[src/hdl/psc_pkg.sv]
// ----------------------------------------------------------------------------
// psc_pkg
// Shared types, codes and constants of the postfix stack calculator.
// ----------------------------------------------------------------------------
package psc_pkg;

  localparam int DefaultStackDepth = 1024;
  localparam int WordWidth   = 32;
  localparam int ActionWidth = 3;
  localparam int IndexWidth  = 10;
  localparam int StatusWidth = 3;
  localparam int DepthWidth  = 11;

  typedef enum logic [ActionWidth-1:0] {
    ACT_PUSH        = 3'd0,
    ACT_POP         = 3'd1,
    ACT_ADD         = 3'd2,
    ACT_SUB         = 3'd3,
    ACT_MUL         = 3'd4,
    ACT_DIV         = 3'd5,
    ACT_PEEK_TOP    = 3'd6,
    ACT_PEEK_BOTTOM = 3'd7
  } action_t;

  typedef enum logic [StatusWidth-1:0] {
    ST_OK      = 3'd0,
    ST_FULL    = 3'd1,
    ST_EMPTY   = 3'd2,
    ST_FEW     = 3'd3,
    ST_DIVZERO = 3'd4,
    ST_RANGE   = 3'd5
  } status_t;

  // Decoded command handed from the front end to the execution unit.
  typedef struct packed {
    action_t                action;
    logic [WordWidth-1:0]   push_value;
    logic [IndexWidth-1:0]  peek_index;
    logic                   is_arith;
    logic                   is_peek;
  } cmd_t;

endpackage

[src/hdl/psc_cmd_if.sv]
// ----------------------------------------------------------------------------
// psc_cmd_if
// Valid/ready channels: command requests in, result requests out.
// ----------------------------------------------------------------------------
interface psc_cmd_if import psc_pkg::*; ();
  logic                   valid;
  logic                   ready;
  logic [ActionWidth-1:0] action;
  logic [WordWidth-1:0]   push_value;
  logic [IndexWidth-1:0]  peek_index;
  modport source (output valid, action, push_value, peek_index, input ready);
  modport sink   (input valid, action, push_value, peek_index, output ready);
endinterface


[src/hdl/psc_front.sv]
// ----------------------------------------------------------------------------
// psc_front
// Accepts command requests, classifies them, and queues them (two entries).
// ----------------------------------------------------------------------------
module psc_front import psc_pkg::*; (
  input  logic          clk,
  input  logic          rst,
  psc_cmd_if.sink       cmd,
  output logic          q_valid,
  output cmd_t          q_cmd,
  input  logic          q_pop
);
  cmd_t       slot [2];
  logic       rd_ptr, wr_ptr;
  logic [1:0] fill;
  cmd_t       incoming;
  logic       push_en;

  assign cmd.ready = (fill != 2'd2);
  assign push_en   = cmd.valid && cmd.ready;

  // Classify the request
  always_comb begin
    incoming.action     = action_t'(cmd.action);
    incoming.push_value = cmd.push_value;
    incoming.peek_index = cmd.peek_index;
    incoming.is_arith   = (cmd.action == ACT_ADD) || (cmd.action == ACT_SUB) ||
                          (cmd.action == ACT_MUL) || (cmd.action == ACT_DIV);
    incoming.is_peek    = (cmd.action == ACT_PEEK_TOP) ||
                          (cmd.action == ACT_PEEK_BOTTOM);
  end

  assign q_valid = (fill != 2'd0);
  assign q_cmd   = slot[rd_ptr];

  always_ff @(posedge clk) begin
    if (push_en) begin
      slot[wr_ptr] <= incoming;
    end
    if (rst) begin
      rd_ptr <= 1'b0;
      wr_ptr <= 1'b0;
      fill   <= 2'd0;
    end else begin
      if (push_en) wr_ptr <= ~wr_ptr;
      if (q_pop)   rd_ptr <= ~rd_ptr;
      fill <= fill + {1'b0, push_en} - {1'b0, q_pop};
    end
  end
endmodule

[src/flat_wrapper.sv]
// flat-port wrapper written by rule: the top's interface ports become plain ports
module psc_front_flat import psc_pkg::*;
  (clk, rst, q_valid, q_cmd, q_pop, cmd_valid, cmd_action, cmd_push_value, cmd_peek_index, cmd_ready);
  psc_cmd_if cmd_i ();
  input  logic clk;
  input  logic rst;
  output logic q_valid;
  output cmd_t q_cmd;
  input  logic q_pop;
  input wire logic [$bits(cmd_i.valid)-1:0] cmd_valid;
  input wire logic [$bits(cmd_i.action)-1:0] cmd_action;
  input wire logic [$bits(cmd_i.push_value)-1:0] cmd_push_value;
  input wire logic [$bits(cmd_i.peek_index)-1:0] cmd_peek_index;
  output wire logic [$bits(cmd_i.ready)-1:0] cmd_ready;
  assign cmd_i.valid = cmd_valid;
  assign cmd_i.action = cmd_action;
  assign cmd_i.push_value = cmd_push_value;
  assign cmd_i.peek_index = cmd_peek_index;
  assign cmd_ready = cmd_i.ready;
  psc_front u_core (.clk(clk), .rst(rst), .cmd(cmd_i), .q_valid(q_valid), .q_cmd(q_cmd), .q_pop(q_pop));
endmodule
[config.mk]
export PLATFORM = sky130hd
export DESIGN_NAME = psc_front_flat
export DESIGN_NICKNAME = d
export VERILOG_FILES = /design/src/hdl/psc_pkg.sv /design/src/hdl/psc_cmd_if.sv /design/src/hdl/psc_front.sv /design/src/flat_wrapper.sv
export SDC_FILE = /design/constraint.sdc
export NUM_CORES = 1
export LEC_CHECK = 0
export BUFFER_PORTS_ARGS = -buffer_cell sky130_fd_sc_hd__buf_2
export CAP_MARGIN = 20
export CORE_ASPECT_RATIO = 0.7
export CORE_MARGIN = 2
export CORE_UTILIZATION = 41
export CTS_CLUSTER_SIZE = 30
export DETAILED_ROUTE_END_ITERATION = 10
export GPL_TIMING_DRIVEN = 0
export SKIP_CTS_REPAIR_TIMING = 1
export SYNTH_ARGS = -nofsm -noshare
export SYNTH_HDL_FRONTEND = slang
export SYNTH_SLANG_ARGS = --single-unit
[constraint.sdc]
create_clock -name clk -period 2.6 [get_ports clk]
set_input_delay 0.13 -clock clk [delete_from_list [all_inputs] [get_ports clk]]
set_output_delay 0.13 -clock clk [all_outputs]
set_load 0.02 [all_outputs]
Yosys cells after proc, flatten, opt, wreduce, memory -nomap -nowiden --
Memory sizes are Yosys's and may differ from the RTL's. A register that Yosys moved wholly into a read port is not among the register bits. Index checks and enable logic that the tools add are counted.
Word-level totals: bits in writable memories 94, bits in registers 4, ROM bits 0, input port bits 49, output and inout port bits 49, memories kept 1, logic and storage cells 25, bits in latches 0
Operators by class: reduce and logical (&&, ||, !) cells 6, bitwise operators 2, equal/unequal tests 7, add/sub/neg operators 2, multipliers 0, magnitude comparators 0, shift operators 0, div/mod/pow operators 0, multiplexer cells 4
Memories:
- u_core.slot | depth 2, width 47, rd ports 1, clocked after memory_dff 1, wr ports 1, line psc_front.sv:13 | cmd_t slot [2];
Operator list (count):
- == test 3 bit (second input constant) | 4
- == test 3 x 2 -> 1 bit (second input constant) | 2
- logical OR 1 bit | 4
- two-way mux 1 bit | 4
- adder 2 x 1 -> 2 bit | 1
- inequality test 2 bit (second input constant) | 1
- inverter 1 bit | 2
- nonzero test 2 bit | 1
- subtractor 2 x 1 -> 2 bit | 1
- logical AND 1 bit | 1

Logic depth before layout (Yosys ltp) --
depth after elaboration 4, gate-level depth with buffers 5, mapped depth without buffers 5

Worst setup path after synthesis --
OpenSTA, ideal clock, no wires.
path type register -> register, start reg u_core.fill[0], end mem u_core.slot[1][0] (netlist name) (enable), slack 0.318 ns, stages on the path, launching flop included 3, required time 2.190 ns, path buffers 0, clock period less this slack 2.282 ns, library setup time 0.410 ns, data arrival time 1.873 ns, cell sequence dfxtp_1 -> nand2b_1 -> and3_1
Between the ends: longest elaborated chain between the ends 4
RTL lines:
- start, declared | line psc_front.sv:15 | logic [1:0] fill;
- start signal, assigned | line psc_front.sv:47 | fill <= fill + {1'b0, push_en} - {1'b0, q_pop};
- inequality test 2 bit | line psc_front.sv:19 | assign cmd.ready = (fill != 2'd2);
- via cmd_ready | line flat_wrapper.sv:14 | output wire logic [$bits(cmd_i.ready)-1:0] cmd_ready;
- logical AND 1 bit | line psc_front.sv:20 | assign push_en = cmd.valid && cmd.ready;
- two-way mux 1 bit | line psc_front.sv:37 | if (push_en) begin
- two-way mux 1 bit (implied by the code) | line psc_front.sv:38 | slot[wr_ptr] <= incoming;
- end, declared | line psc_front.sv:13
The timed path passes the listed nets, and every way through them passes these cells.

==> impl_metrics.toml <==
[status]
status = "finished, final reports clean"

[drt]
wl_met1_um = 2800
drt-total-wl_um = 6170
drc = 0
wl_met2_um = 2850
ant_nets = 0
drtIter0Drc = 104
top_layer_used = "met4"
wl_met3_um = 449
wl_per_cell_um = 13.6
via_per_inst = 4.40
num_vias = 1993
firstDrtPassIters = 4

[layout]
n_antenna_cell = 0
post_layout_nonfiller_instances = 453
area_growth_pct = 38.7
layout.nets = 379
drive_gt1_share_pct = 50.2
final_cell_mix = "buf_2 (99), edfxtp_1 (94), mux2_2 (47)"
final_common_cell = "buf_2"
fill_cells = 703

[power_and_ir_drop]
seq_power_share_pct = 50.8
combinationalPowerShare_pct = 16.1
p_int_uw = 2910
p_leak_uw = 0.00192
peakVddDrop_mv = 0.492
pwr-share-clk_pct = 33.1
netSwitchingPower_uw = 865
sw_frac_of_total_pct = 22.9
power_density_mw_per_mm2 = 746

[timing]
hold_violations = 0
worstMarginPinSlew_ps = 518
rsz0062_at_grt = "no"
fin_hold_ws_ps = 41.6
period_needed_ps = 1780
finClkSkew_ps = 6.65
slew_headroom_pct = 65.4
fmax_mhz = 563
post-route-period-util_pct = 68.4
setup_viol = 0
slew_violations = 0

[floorplan]
die_w_um = 117
rows = 28
die_area_mm2 = 0.00968
fp.dieH_um = 82.9
start_util_pct = 42.7
io-pin-count = 98
coreArea_mm2 = 0.00855

[critical_path]
worstPathArrival_ps = 1650
crit_required_ps = 2470
crit_fanout = 10
cp-start-kind = "flop"
cp-end-kind = "output pin"
r2r_slack_ps = 910
crit_type = "reg -> out"

[clock_tree]
cts_buffers = 9
cts_tree = "done"
cts.path.max_buffers = 2
clock_sinks = 99
clk_pin_slew_ps = 60
clkLatencyLatePin_ps = 330
cts_max_level = 3
cts-root-buf = "clkbuf_16"

[placement]
io_buffers = 97
gp_congestion = 0.686
dp_hpwl_um = 3950
placed_cells = 392

[grt]
grt_pass1_wl_um = 9110
antenna_found_initial = 0
gr-total-overflow = 0
grt_start_max_net_pins = 28
gr-usage-all-layers_pct = 12.7
grt_pass1_vias = 1882

[yosys]
yosysSeqAreaShare_pct = 80.2
yosysUniqueCellTypes = 22
syn_area_mm2 = 0.00365
netlist_instances = 173
ys_ff_latch = 99
postSynthAreaPerCell_um2 = 21.1
synthesis.nets = 224
ys_warn_count = 0

[job]
max_cap_viol_count = 0

[worst_hold_path]
hp-class = "in -> reg"
-- cells by family after synthesis --
group                    count (synthesis)  synth area share (%)
flip-flops                              99                  80.2
buffers and inverters                    7                  1.41
adder cells (fa/ha/maj)                  2                 0.686
AO/OA/AOI/OAI                            4                 0.755
multiplexers                            49                  15.1
AND/OR/NAND/NOR                         11                  1.65
XOR/XNOR                                 1                 0.240
-- metal layers --
metal,vias up,global-route usage [%]
li1,988,-
met1,936,15.8
met2,61,19.4
met3,8,6.20
met4,0,4.49
met5,-,0
-- critical path, stage by stage, from the launching register on --
cell	delay, ps
dfxtp_1	320
buf_2	280
buf_6	210
mux2_2	350
buf_2	160
-- area by class of cell --
class / count / area (µm²) / share of cell area, %
multi-input cells: 67 / 673 / 13.3
inverters: 2 / 7.51 / 0.148
clock inverters: 3 / 42.5 / 0.841
flip-flops and latches: 99 / 2920 / 57.8
plain buffers: 5 / 43.8 / 0.866
repair buffers: 144 / 976 / 19.3
well taps: 120 / 150 / 2.97
clock buffers: 13 / 240 / 4.75
-- power by group through the flow --
stage,Combinational [µW],Clock [µW],Sequential [µW]
2_1_floorplan,359,0,1950
3_3_place_gp,544,0,1960
3_5_place_dp,561,0,1950
4_1_cts,564,1280,1920
5_1_grt,656,1340,1930
6_report,606,1250,1920
-- registers in the layout, summed over array words and instances (netlist names), named ones only --
| register | count |
|---|---|
| u_core.fill | 2 |
| u_core.rd_ptr | 1 |
| u_core.slot | 94 |
| u_core.wr_ptr | 1 |
-- synthesized netlist by cell type, drive strengths merged --
cell type	number	area, µm²
edfxtp	94	2820
mux2	48	541
buf	5	43.8
dfxtp	5	100
nor2	3	11.3
a21oi	2	10.0
ha	2	25.0
inv	2	7.51
a21bo	1	10.0
a21o	1	7.51
and2b	1	7.51
and3	1	6.26
mux2i	1	10.0
nand2	1	3.75
nand2b	1	6.26
nand3	1	5.00
nand3b	1	7.51
nor2b	1	6.26
or2	1	6.26
xnor2	1	8.76
-- path summary, 6_finish.rpt --
path	startpoint	end	cells after the start
hold / removal	rst	flop	2
setup reg to reg	u_core.fill[0]	u_core.slot[1][20]	3
hold reg to reg	u_core.rd_ptr	flop	2
setup / recovery	flop	q_cmd[25]	4
-- through the flow --
step	instance area [µm²]	power, µW	worst slack [ps]	utilization [%]	TNS, ps
2_1_floorplan	3650	2310	318	-	0
3_3_place_gp	4280	2500	-242	50.1	-11310
3_5_place_dp	4320	2510	876	50.6	0
4_1_cts	4610	3760	773	53.9	0
5_1_grt	5060	3920	702	59.1	0
6_report	5060	3770	823	59.1	0
Note: power is estimated with default switching activity, not from simulation.
